$ cat config.mk
export PLATFORM = sky130hd
export DESIGN_NAME = array_list_with_sorted_insert_core
export DESIGN_NICKNAME = d
export VERILOG_FILES = /design/src/rtl/asl_pkg.sv /design/src/rtl/asl_cell.sv /design/src/rtl/array_list_with_sorted_insert_core.sv
export SDC_FILE = /design/constraint.sdc
export NUM_CORES = 2
export LEC_CHECK = 0
export BUFFER_PORTS_ARGS = -buffer_cell sky130_fd_sc_hd__buf_2
export CAP_MARGIN = 20
export CORE_ASPECT_RATIO = 2
export CORE_MARGIN = 1.5
export CORE_UTILIZATION = 44
export CTS_CLUSTER_DIAMETER = 150
export CTS_CLUSTER_SIZE = 30
export DETAILED_ROUTE_END_ITERATION = 6
export PLACE_DENSITY_LB_ADDON = 0.1
export SLEW_MARGIN = 30
export SYNTH_ARGS = -nofsm -noshare
export SYNTH_HDL_FRONTEND = slang
export SYNTH_SLANG_ARGS = --single-unit
$ cat constraint.sdc
create_clock -name i_clk -period 9.2 [get_ports i_clk]
set_clock_uncertainty 0.15 [all_clocks]
set_input_delay 1.38 -clock i_clk [delete_from_list [all_inputs] [get_ports i_clk]]
set_output_delay 1.38 -clock i_clk [all_outputs]
set_load 0.01 [all_outputs]
$ cat src/rtl/asl_pkg.sv
// shared types and constants for the sorted-insert array list
package asl_pkg;

    localparam int CAPACITY = 16;
    localparam int CNT_W    = $clog2(CAPACITY + 1);
    localparam int KEY_W    = 32;
    localparam int KIND_W   = 2;
    localparam int POS_W    = 4;
    localparam int COUNT_W  = 5;

    localparam logic [KIND_W-1:0] KIND_APPEND = 2'd0;
    localparam logic [KIND_W-1:0] KIND_INSERT = 2'd1;
    localparam logic [KIND_W-1:0] KIND_REMOVE = 2'd2;
    localparam logic [KIND_W-1:0] KIND_SEARCH = 2'd3;

    typedef struct packed {
        logic [KIND_W-1:0]       kind;
        logic signed [KEY_W-1:0] key;
    } t_req;

    typedef struct packed {
        logic               ok;
        logic [POS_W-1:0]   position;
        logic [COUNT_W-1:0] entry_count;
        logic               is_empty;
        logic               is_full;
    } t_rsp;

    typedef struct packed {
        logic                    load;
        logic [KIND_W-1:0]       kind;
        logic signed [KEY_W-1:0] key;
        logic                    full;
    } t_cell_ctl;

endpackage

$ cat src/rtl/asl_cell.sv
// one list slot: holds an entry, compares it with the key and shifts to or from its neighbors
module asl_cell (
    input  logic                       i_clk,
    input  asl_pkg::t_cell_ctl         i_ctl,
    input  logic                       i_occupied,
    input  logic                       i_tail,
    input  logic [asl_pkg::KEY_W-1:0]  i_left_entry,
    input  logic [asl_pkg::KEY_W-1:0]  i_right_entry,
    input  logic                       i_left_stop,
    input  logic                       i_hit_below,
    input  logic                       i_stop_above,
    output logic [asl_pkg::KEY_W-1:0]  o_entry,
    output logic                       o_stop,
    output logic                       o_hit_ge,
    output logic                       o_stop_ge,
    output logic                       o_first_match,
    output logic                       o_ins_point
);

    logic [asl_pkg::KEY_W-1:0] r_entry;
    logic [asl_pkg::KEY_W-1:0] n_entry;
    logic                      w_match;
    logic                      w_shift_up;

    assign w_match       = i_occupied && (r_entry == i_ctl.key);
    assign o_stop        = i_occupied && !(i_ctl.key < $signed(r_entry));
    assign o_hit_ge      = i_hit_below || w_match;
    assign o_stop_ge     = i_stop_above || o_stop;
    assign o_first_match = w_match && !i_hit_below;
    assign o_ins_point   = !o_stop_ge && i_left_stop;
    assign o_entry       = r_entry;

    assign w_shift_up = !o_stop_ge && !o_ins_point && (i_occupied || i_tail);

    always_comb begin
        n_entry = r_entry;
        case (i_ctl.kind)
            asl_pkg::KIND_APPEND: begin
                if (i_tail && !i_ctl.full) begin
                    n_entry = i_ctl.key;
                end
            end
            asl_pkg::KIND_INSERT: begin
                if (!i_ctl.full) begin
                    if (o_ins_point) begin
                        n_entry = i_ctl.key;
                    end else if (w_shift_up) begin
                        n_entry = i_left_entry;
                    end
                end
            end
            asl_pkg::KIND_REMOVE: begin
                if (o_hit_ge && i_occupied) begin
                    n_entry = i_right_entry;
                end
            end
            default: begin
                n_entry = r_entry;
            end
        endcase
    end

    always_ff @(posedge i_clk) begin
        if (i_ctl.load) begin
            r_entry <= n_entry;
        end
    end

endmodule

$ cat src/rtl/array_list_with_sorted_insert_core.sv
// top level: row of list cells, fill count and registered response
// Takes one request per clock cycle and returns one response for each, registered in the
// cycle after the request is taken; a new request is taken while a response waits as
// long as that response leaves in the same cycle. The rate is set by the row of cells:
// every cell compares its entry with the key at once and the matching and ordering
// flags ripple through the row, so append, insert, remove and search each finish in the
// cycle of the request. Entries are undefined after reset; only the fill count and the
// response valid flag are cleared, so no clearing pass is needed.
module array_list_with_sorted_insert_core (
    input  logic           i_clk,
    input  logic           i_rst_n,
    input  logic           i_req_valid,
    output logic           o_req_ready,
    input  asl_pkg::t_req  i_req,
    output logic           o_rsp_valid,
    input  logic           i_rsp_ready,
    output asl_pkg::t_rsp  o_rsp
);

    localparam int N = asl_pkg::CAPACITY;

    logic [asl_pkg::CNT_W-1:0] r_count;
    logic [asl_pkg::CNT_W-1:0] n_count;
    logic                      r_rsp_valid;
    asl_pkg::t_rsp             r_rsp;
    asl_pkg::t_rsp             n_rsp;
    asl_pkg::t_cell_ctl        w_ctl;
    logic                      w_accept;
    logic                      w_full;
    logic                      w_found;
    logic                      w_ok;
    logic [asl_pkg::POS_W-1:0] w_match_pos;
    logic [asl_pkg::POS_W-1:0] w_ins_pos;

    logic [N-1:0]                     w_occupied;
    logic [N-1:0]                     w_tail;
    logic [N-1:0]                     w_stop;
    logic [N-1:0]                     w_hit_ge;
    logic [N-1:0]                     w_stop_ge;
    logic [N-1:0]                     w_first_match;
    logic [N-1:0]                     w_ins_point;
    logic [N-1:0][asl_pkg::KEY_W-1:0] w_entry;

    assign o_req_ready = !r_rsp_valid || i_rsp_ready;
    assign w_accept    = i_req_valid && o_req_ready;
    assign w_full      = (r_count >= asl_pkg::CNT_W'(N));

    assign w_ctl.load = w_accept;
    assign w_ctl.kind = i_req.kind;
    assign w_ctl.key  = i_req.key;
    assign w_ctl.full = w_full;

    genvar g;
    generate
        for (g = 0; g < N; g++) begin : g_cell
            assign w_occupied[g] = (asl_pkg::CNT_W'(g) < r_count);

            if (g == 0) begin : g_first
                assign w_tail[g] = !w_occupied[g];
            end else begin : g_rest
                assign w_tail[g] = w_occupied[g-1] && !w_occupied[g];
            end

            asl_cell u_cell (
                .i_clk         (i_clk),
                .i_ctl         (w_ctl),
                .i_occupied    (w_occupied[g]),
                .i_tail        (w_tail[g]),
                .i_left_entry  ((g == 0) ? w_entry[g] : w_entry[(g == 0) ? 0 : g-1]),
                .i_right_entry ((g == N-1) ? w_entry[g] : w_entry[(g == N-1) ? g : g+1]),
                .i_left_stop   ((g == 0) ? 1'b1 : w_stop[(g == 0) ? 0 : g-1]),
                .i_hit_below   ((g == 0) ? 1'b0 : w_hit_ge[(g == 0) ? 0 : g-1]),
                .i_stop_above  ((g == N-1) ? 1'b0 : w_stop_ge[(g == N-1) ? g : g+1]),
                .o_entry       (w_entry[g]),
                .o_stop        (w_stop[g]),
                .o_hit_ge      (w_hit_ge[g]),
                .o_stop_ge     (w_stop_ge[g]),
                .o_first_match (w_first_match[g]),
                .o_ins_point   (w_ins_point[g])
            );
        end
    endgenerate

    assign w_found = w_hit_ge[N-1];

    always_comb begin
        w_match_pos = '0;
        w_ins_pos   = '0;
        for (int i = 0; i < N; i++) begin
            if (w_first_match[i]) begin
                w_match_pos = w_match_pos | asl_pkg::POS_W'(i);
            end
            if (w_ins_point[i]) begin
                w_ins_pos = w_ins_pos | asl_pkg::POS_W'(i);
            end
        end
    end

    always_comb begin
        n_count = r_count;
        w_ok    = 1'b0;
        n_rsp   = r_rsp;
        n_rsp.position = '0;
        case (i_req.kind)
            asl_pkg::KIND_APPEND: begin
                w_ok = !w_full;
                if (w_ok) begin
                    n_count        = r_count + asl_pkg::CNT_W'(1);
                    n_rsp.position = asl_pkg::POS_W'(32'(r_count));
                end
            end
            asl_pkg::KIND_INSERT: begin
                w_ok = !w_full;
                if (w_ok) begin
                    n_count        = r_count + asl_pkg::CNT_W'(1);
                    n_rsp.position = w_ins_pos;
                end
            end
            asl_pkg::KIND_REMOVE: begin
                w_ok = w_found;
                if (w_ok) begin
                    n_count        = r_count - asl_pkg::CNT_W'(1);
                    n_rsp.position = w_match_pos;
                end
            end
            asl_pkg::KIND_SEARCH: begin
                w_ok = w_found;
                if (w_ok) begin
                    n_rsp.position = w_match_pos;
                end
            end
            default: begin
                w_ok = 1'b0;
            end
        endcase
        n_rsp.ok          = w_ok;
        n_rsp.entry_count = asl_pkg::COUNT_W'(32'(n_count));
        n_rsp.is_empty    = (n_count == '0);
        n_rsp.is_full     = (n_count >= asl_pkg::CNT_W'(N));
    end

    always_ff @(posedge i_clk) begin
        if (!i_rst_n) begin
            r_count     <= '0;
            r_rsp_valid <= 1'b0;
        end else begin
            if (w_accept) begin
                r_count     <= n_count;
                r_rsp_valid <= 1'b1;
            end else if (i_rsp_ready) begin
                r_rsp_valid <= 1'b0;
            end
        end
    end

    always_ff @(posedge i_clk) begin
        if (w_accept) begin
            r_rsp <= n_rsp;
        end
    end

    assign o_rsp_valid = r_rsp_valid;
    assign o_rsp       = r_rsp;

endmodule
### After elaboration in Yosys (flattened, before gate mapping)

Index checks and enable logic that the tools add are counted.

| cells by class | value |
|---|---|
| multiplexer cells | 134 |
| equal/unequal tests | 67 |
| $lt $le $gt $ge | 34 |
| add/sub/neg operators | 2 |
| reductions and logical operators | 287 |

Operators by type and width:

| kind | number |
|---|---|
| $mux W32 | 78 |
| $pmux W32 S3 | 15 |
| $eq A32 B32 Y1 | 16 |
| $lt A32 B32 Y1 | 16 |
| $logic_and A1 B1 Y1 | 139 |
| $reduce_and A6 Y1 | 15 |
| $logic_not A1 Y1 | 79 |
| $mux W4 | 19 |
| $pmux W32 S2 | 1 |
| $ne A2 B1 Y1 const B | 31 |
| $logic_or A1 B1 Y1 | 46 |
| $ne A3 B1 Y1 const B | 15 |
| $lt A4 B5 Y1 const A | 8 |
| $mux W3 | 8 |
| $lt A3 B5 Y1 const A | 4 |
| $pmux W4 S3 | 1 |
| $ge A5 B5 Y1 const B | 2 |
| $lt A1 B5 Y1 const A | 2 |
| $lt A2 B5 Y1 const A | 2 |
| $mux W5 | 2 |
| $pmux W5 S2 | 1 |
| $mux W2 | 4 |
| $add A5 B1 Y5 const B | 1 |
| $logic_not A5 Y1 | 1 |
| other kinds (11) | 18 |

| word-level totals | value |
|---|---|
| logic and storage cells | 547 |
| output and inout bits | 14 |
| input bits | 38 |
| register bits | 530 |

### Depth between registers and ports, before layout

| depth | value |
|---|---|
| word-level depth | 36 |
| depth in mapped cells | 16 |
| mapped depth without buffers | 13 |

### Modules after synthesis

Synthesis repeated with hierarchy kept, for this count alone.

| second synthesis, totals | value |
|---|---|
| cells, all modules | 5975 |
| area, all modules | 54260.8 µm² |

Modules (own cells, without submodules):

| module | cells an instance | instances | seq. area each (µm²) | area an instance (µm²) |
|---|---|---|---|---|
| asl_cell (g_cell[10].u_cell ...) | 363 | 12 | 960.9 | 3311.9 |
| asl_cell (g_cell[7].u_cell ...) | 363 | 3 | 960.9 | 3305.7 |
| asl_cell (g_cell[0].u_cell) | 364 | 1 | 960.9 | 3310.7 |
| array_list_with_sorted_insert_core | 166 | 1 | 450.4 | 1290.0 |

### Least setup slack after synthesis

Ideal clock, no wire load.

| timing path | value |
|---|---|
| path type | input-to-reg |
| start | in i_req[0] (netlist name) |
| end | reg g_cell[4].u_cell.r_entry (netlist bit g_cell[4].u_cell.o_entry[0]) (enable) |
| arrival time | 9316 ps |
| setup slack | -861 ps |
| path buffers | 1 |
| library setup time | 595 ps |
| required time | 8455 ps |
| cell stages on the path | 13 |
| path through | clkbuf_1 inv_1 ha_1 nor2b_1 o211ai_1 a21oi_1 o31ai_1 a31oi_1 a41o_1 or4_4 nor4_4 a21oi_1 a2111oi_0 |

| between the ends | value |
|---|---|
| longest elaborated chain between the ends | 21 |
| elaborated cells on any way between the ends | 73 |
| those cells by class | 13 x order compare; 7 x eq/ne; 53 x reduce/logical |

Ends and longest elaborated chain:

| item | line | RTL |
|---|---|---|
| start: declaration | array_list_with_sorted_insert_core.sv:14 | `input asl_pkg::t_req i_req,` |
| $lt A32 B32 Y1 | asl_cell.sv:26 | `assign o_stop = i_occupied && !(i_ctl.key < $signed(r_entry));` |
| $logic_not A1 Y1 | asl_cell.sv:26 |  |
| $logic_and A1 B1 Y1 | asl_cell.sv:26 |  |
| $logic_or A1 B1 Y1 (11 in a row) | asl_cell.sv:28 | `assign o_stop_ge = i_stop_above \|\| o_stop;` |
| $logic_not A1 Y1 | asl_cell.sv:30, asl_cell.sv:33 |  |
| $logic_and A1 B1 Y1 | asl_cell.sv:30 | `assign o_ins_point = !o_stop_ge && i_left_stop;` |
| $logic_not A1 Y1 | asl_cell.sv:33 | `assign w_shift_up = !o_stop_ge && !o_ins_point && (i_occupied \|\| i_tail);` |
| $logic_and A1 B1 Y1 (2 in a row) | asl_cell.sv:33 |  |
| $ne A3 B1 Y1 (no line) | - |  |
| $reduce_and A6 Y1 (no line) * | - |  |
| end signal: assignment | asl_cell.sv:65 | `r_entry <= n_entry;` |
| end: declaration | asl_cell.sv:20 | `logic [asl_pkg::KEY_W-1:0] r_entry;` |

Mark *: on every way between the ends. The rest lies on a longest branch, timed or not.
A chain may end at the register's enable or synchronous reset.

### Worst setup path in the final report

| timing path | value |
|---|---|
| start | in i_req[10] (netlist name) |
| end | reg g_cell[2].u_cell.r_entry (netlist bit g_cell[2].u_cell.o_entry[5]) (enable) |

| between the ends | value |
|---|---|
| longest elaborated chain between the ends | 23 |
| elaborated cells on any way between the ends | 75 |
| those cells by class | 15 x order compare; 5 x eq/ne; 55 x reduce/logical |

Ends and longest elaborated chain:

| item | line |
|---|---|
| $lt A32 B32 Y1 | asl_cell.sv:26 |
| $logic_not A1 Y1 | asl_cell.sv:26 |
| $logic_and A1 B1 Y1 | asl_cell.sv:26 |
| $logic_or A1 B1 Y1 (13 in a row) | asl_cell.sv:28 |
| $logic_not A1 Y1 | asl_cell.sv:30, asl_cell.sv:33 |
| $logic_and A1 B1 Y1 | asl_cell.sv:30 |
| $logic_not A1 Y1 | asl_cell.sv:33 |
| $logic_and A1 B1 Y1 (2 in a row) | asl_cell.sv:33 |
| $ne A3 B1 Y1 (no line) | - |
| $reduce_and A6 Y1 (no line) * | - |
| end signal: assignment | asl_cell.sv:65 |
| end: declaration | asl_cell.sv:20 |

Marks and branches as above.

==> flow_metrics.py <==
metrics = {
    "run_status": {
        "outcome": "finished, final reports clean",
    },
    "sta": {
        "slew_headroom_pct": 26.7,
        "rsz0062_at_grt": "false",
        "fmax_ghz": 0.145,
        "period_needed_ns": 6.88,
        "whs_ns": 0.424,
        "setup_ws_ns": 2.32,
        "setup_viol": 0,
        "hold_viol": 0,
        "tightest_slew_ns": 1.08,
        "slew_violations": 0,
        "finalSetupTns_ns": 0,
        "fin_crit_sh_pct": 74.7,
    },
    "power_and_ir_drop": {
        "power-per-cell-area_mw_per_mm2": 136,
        "ir_drop_mv": 0.119,
        "p_leak_nw": 18.2,
    },
    "global_route": {
        "antenna_found_initial": 2,
        "grt_pass1_vias": 33600,
        "grt_pass1_wl_um": 212000,
        "grt_max_degree": 99,
        "grtUsageTotal_pct": 30.1,
        "grt-ovfl-total": 0,
    },
    "critical_path": {
        "crit_path_start_kind": "primary input",
        "crit_chain": "buf_2 -> ha_1 -> nand4_1 -> nor4_2 -> o311a_1 -> nor3_1 -> mux2i_1 -> nand3_1 -> nor4_4 -> nand3_1 -> a21oi_4 -> buf_4",
        "crit_start": "i_req[10]",
        "slowest_delay_ns": 0.91,
        "worstPathRequired_ns": 9.36,
        "crit_path_frequent_cell": "nand3_1",
        "end_kind": "flip-flop",
        "cpMaxStageDelayCell": "nor4_2",
        "rrSetupSlack_ns": 3.16,
        "critPathKind": "in2reg",
        "worstPathMaxFanout": 32,
        "arrival_ns": 7.04,
        "timing.rr.start": "g_cell[15].u_cell.o_entry[11]",
    },
    "synth": {
        "syn_avg_cell_area_um2": 9.67,
        "yosys_warnings": 0,
        "synthArstFlopShare_pct": 0,
        "synth_edf_count": 523,
        "yosysMostFrequentCell": "inv_1",
        "synth_seq_cells": 529,
        "yosys.area.top_type": "edfxtp_1",
        "synth_area_leaders": "edfxtp_1 39%, ha_1 16%, inv_1 5.0%, a22oi_1 4.2%, a221o_1 4.1%",
        "yosysSeqAreaShare_pct": 39.4,
        "syn-cell-area_mm2": 0.0402,
        "synth_top_area_share_pct": 39.1,
        "synthDistinctLibCells": 80,
        "synth_nets": 4710,
        "netlist_instances": 4152,
        "ys.flop_type": "edfxtp_1",
        "synth_commonest_cells": "532 x inv_1, 523 x edfxtp_1, 520 x ha_1, 380 x nand2_1, 261 x o21ai_0",
    },
    "cts": {
        "numCtsBuffers": 21,
        "cts_tree": "done",
        "clkLatencyLatePin_ns": 0.64,
        "hold_buffers": 0,
        "clockBufferDepth": 3,
        "htreeDepth": 1,
        "ctsRootBufferMaster": "clkbuf_16",
        "cts_setup_buffers": 0,
        "cts_resized": 0,
        "clk_pin_slew_worst_paths_ns": 0.12,
        "cts.sinks": 529,
    },
    "hold_path": {
        "hp-start": "o_rsp_valid",
        "min_path_type": "reg2reg",
    },
    "route": {
        "wl_per_cell_um": 27.0,
        "vias": 33600,
        "viasPerCell": 6.38,
        "antenna_left": 0,
        "drt_wl_total_um": 142000,
        "first_pass_iters": 6,
        "drtIter0Drc": 2701,
        "drc": 0,
    },
    "floorplan": {
        "initial_core_util_pct": 44.4,
        "core_mm2": 0.0904,
        "die_x_um": 217,
        "die_h_um": 430,
        "ioPinCount": 52,
        "dieArea_mm2": 0.0932,
        "rows": 156,
    },
    "cells_and_area": {
        "drive_gt1_share_pct": 6.84,
        "final_net_count": 4630,
        "n_fill_cell": 8631,
        "area_delta_synth_final_pct": 6.40,
    },
    "placement": {
        "port_buffers": 51,
        "gp_congestion": 0.949,
        "post-place-ws_ns": 1.89,
        "hpwlAfterDp_um": 108000,
    },
    "job": {
        "maxCapViolCount": 0,
    },
}
-- through the flow --
| step | total power [W] | std cells | util [%] | area [um2] |
|---|---|---|---|---|
| final | 0.00580 | 5266 | 47.3 | 42700 |
| after CTS | 0.00583 | 5262 | 47.2 | 42700 |
| after global routing | 0.00606 | 5266 | 47.3 | 42700 |
| after detailed placement | 0.00457 | 5231 | 46.6 | 42100 |
| after global placement | 0.00455 | 5229 | 46.5 | 42000 |
| after floorplan | 0.00397 | 4152 | - | 40200 |
-- sequential cells by signal, summed over array words and instances (netlist names) --
signal                 count
o_rsp_valid                1
r_count                    5
g_cell.u_cell.o_entry    512
o_rsp                     11
-- worst paths after layout --
check	end	cells past startpoint
max reg2reg	g_cell[2].u_cell.o_entry[5]	12
max	g_cell[2].u_cell.o_entry[5]	12
min	o_rsp_valid	2
min reg2reg	o_rsp_valid	2
-- routing by layer --
metal / wire length, um / track usage, %
met1: 50900 / 32.5
met2: 74900 / 55.7
met3: 5180 / 1.81
met4: 11300 / 20.7
met5: 0 / 0
-- worst max-delay path, delay by kind of cell --
kind / cells / cell delay (ns)
multiplexers: 1 / 0.65
adder cells (fa/ha/maj): 1 / 0.27
buffers and inverters: 2 / 0.93
AO/OA/AOI/OAI: 2 / 1.06
AND/OR/NAND/NOR: 6 / 2.71
-- power by group --
group	internal [W]	switching [W]	leakage, nW	total (W)
registers	0.00286	0.000115	4.94	0.00297
logic	0.000541	0.00102	13.0	0.00156
clock network	0.000435	0.000833	0.280	0.00127
-- placed cells by master, fill, tap and decap left out, drive strengths merged, types with 23 or more instances in the layout --
cell type,netlist,layout
inv,532,533
edfxtp,523,523
ha,520,520
nand2,380,380
o21ai,274,274
a22oi,225,225
a21oi,175,175
and3,169,169
a221o,163,163
buf,33,150
nand4,105,105
o2bb2ai,95,95
nor2,77,77
nand3,65,65
a22o,62,62
a21o,53,53
nor3,46,46
mux2,34,34
a32oi,32,32
clkbuf,220,29
nor4,27,27
a31oi,24,24
o211ai,23,23
a211oi,23,23
-- final cells by class --
type	count	area, um2	share of cell area, %
diodes	1	2.50	0.00586
clock inverters	2	25.0	0.0586
clock buffers	29	556	1.30
flip-flops and latches	529	15800	37.0
well taps	1185	1480	3.47
multi-input cells	2836	21800	51.0
repair buffers	150	1050	2.45
inverters	534	2010	4.70
-- kinds of logic (layout without fill, tap and decap cells) --
kind of cell,after synthesis,after routing,share of synthesized area (%)
multiplexers,45,45,1.23
other,0,1,0
AND/OR/NAND/NOR,984,984,12.6
flip-flops,529,529,39.4
buffers and inverters,787,715,7.45
XOR/XNOR,2,2,0.0436
adder cells (fa/ha/maj),520,520,16.2
AO/OA/AOI/OAI,1285,1285,23.1
(Power assumes the default switching activity.)
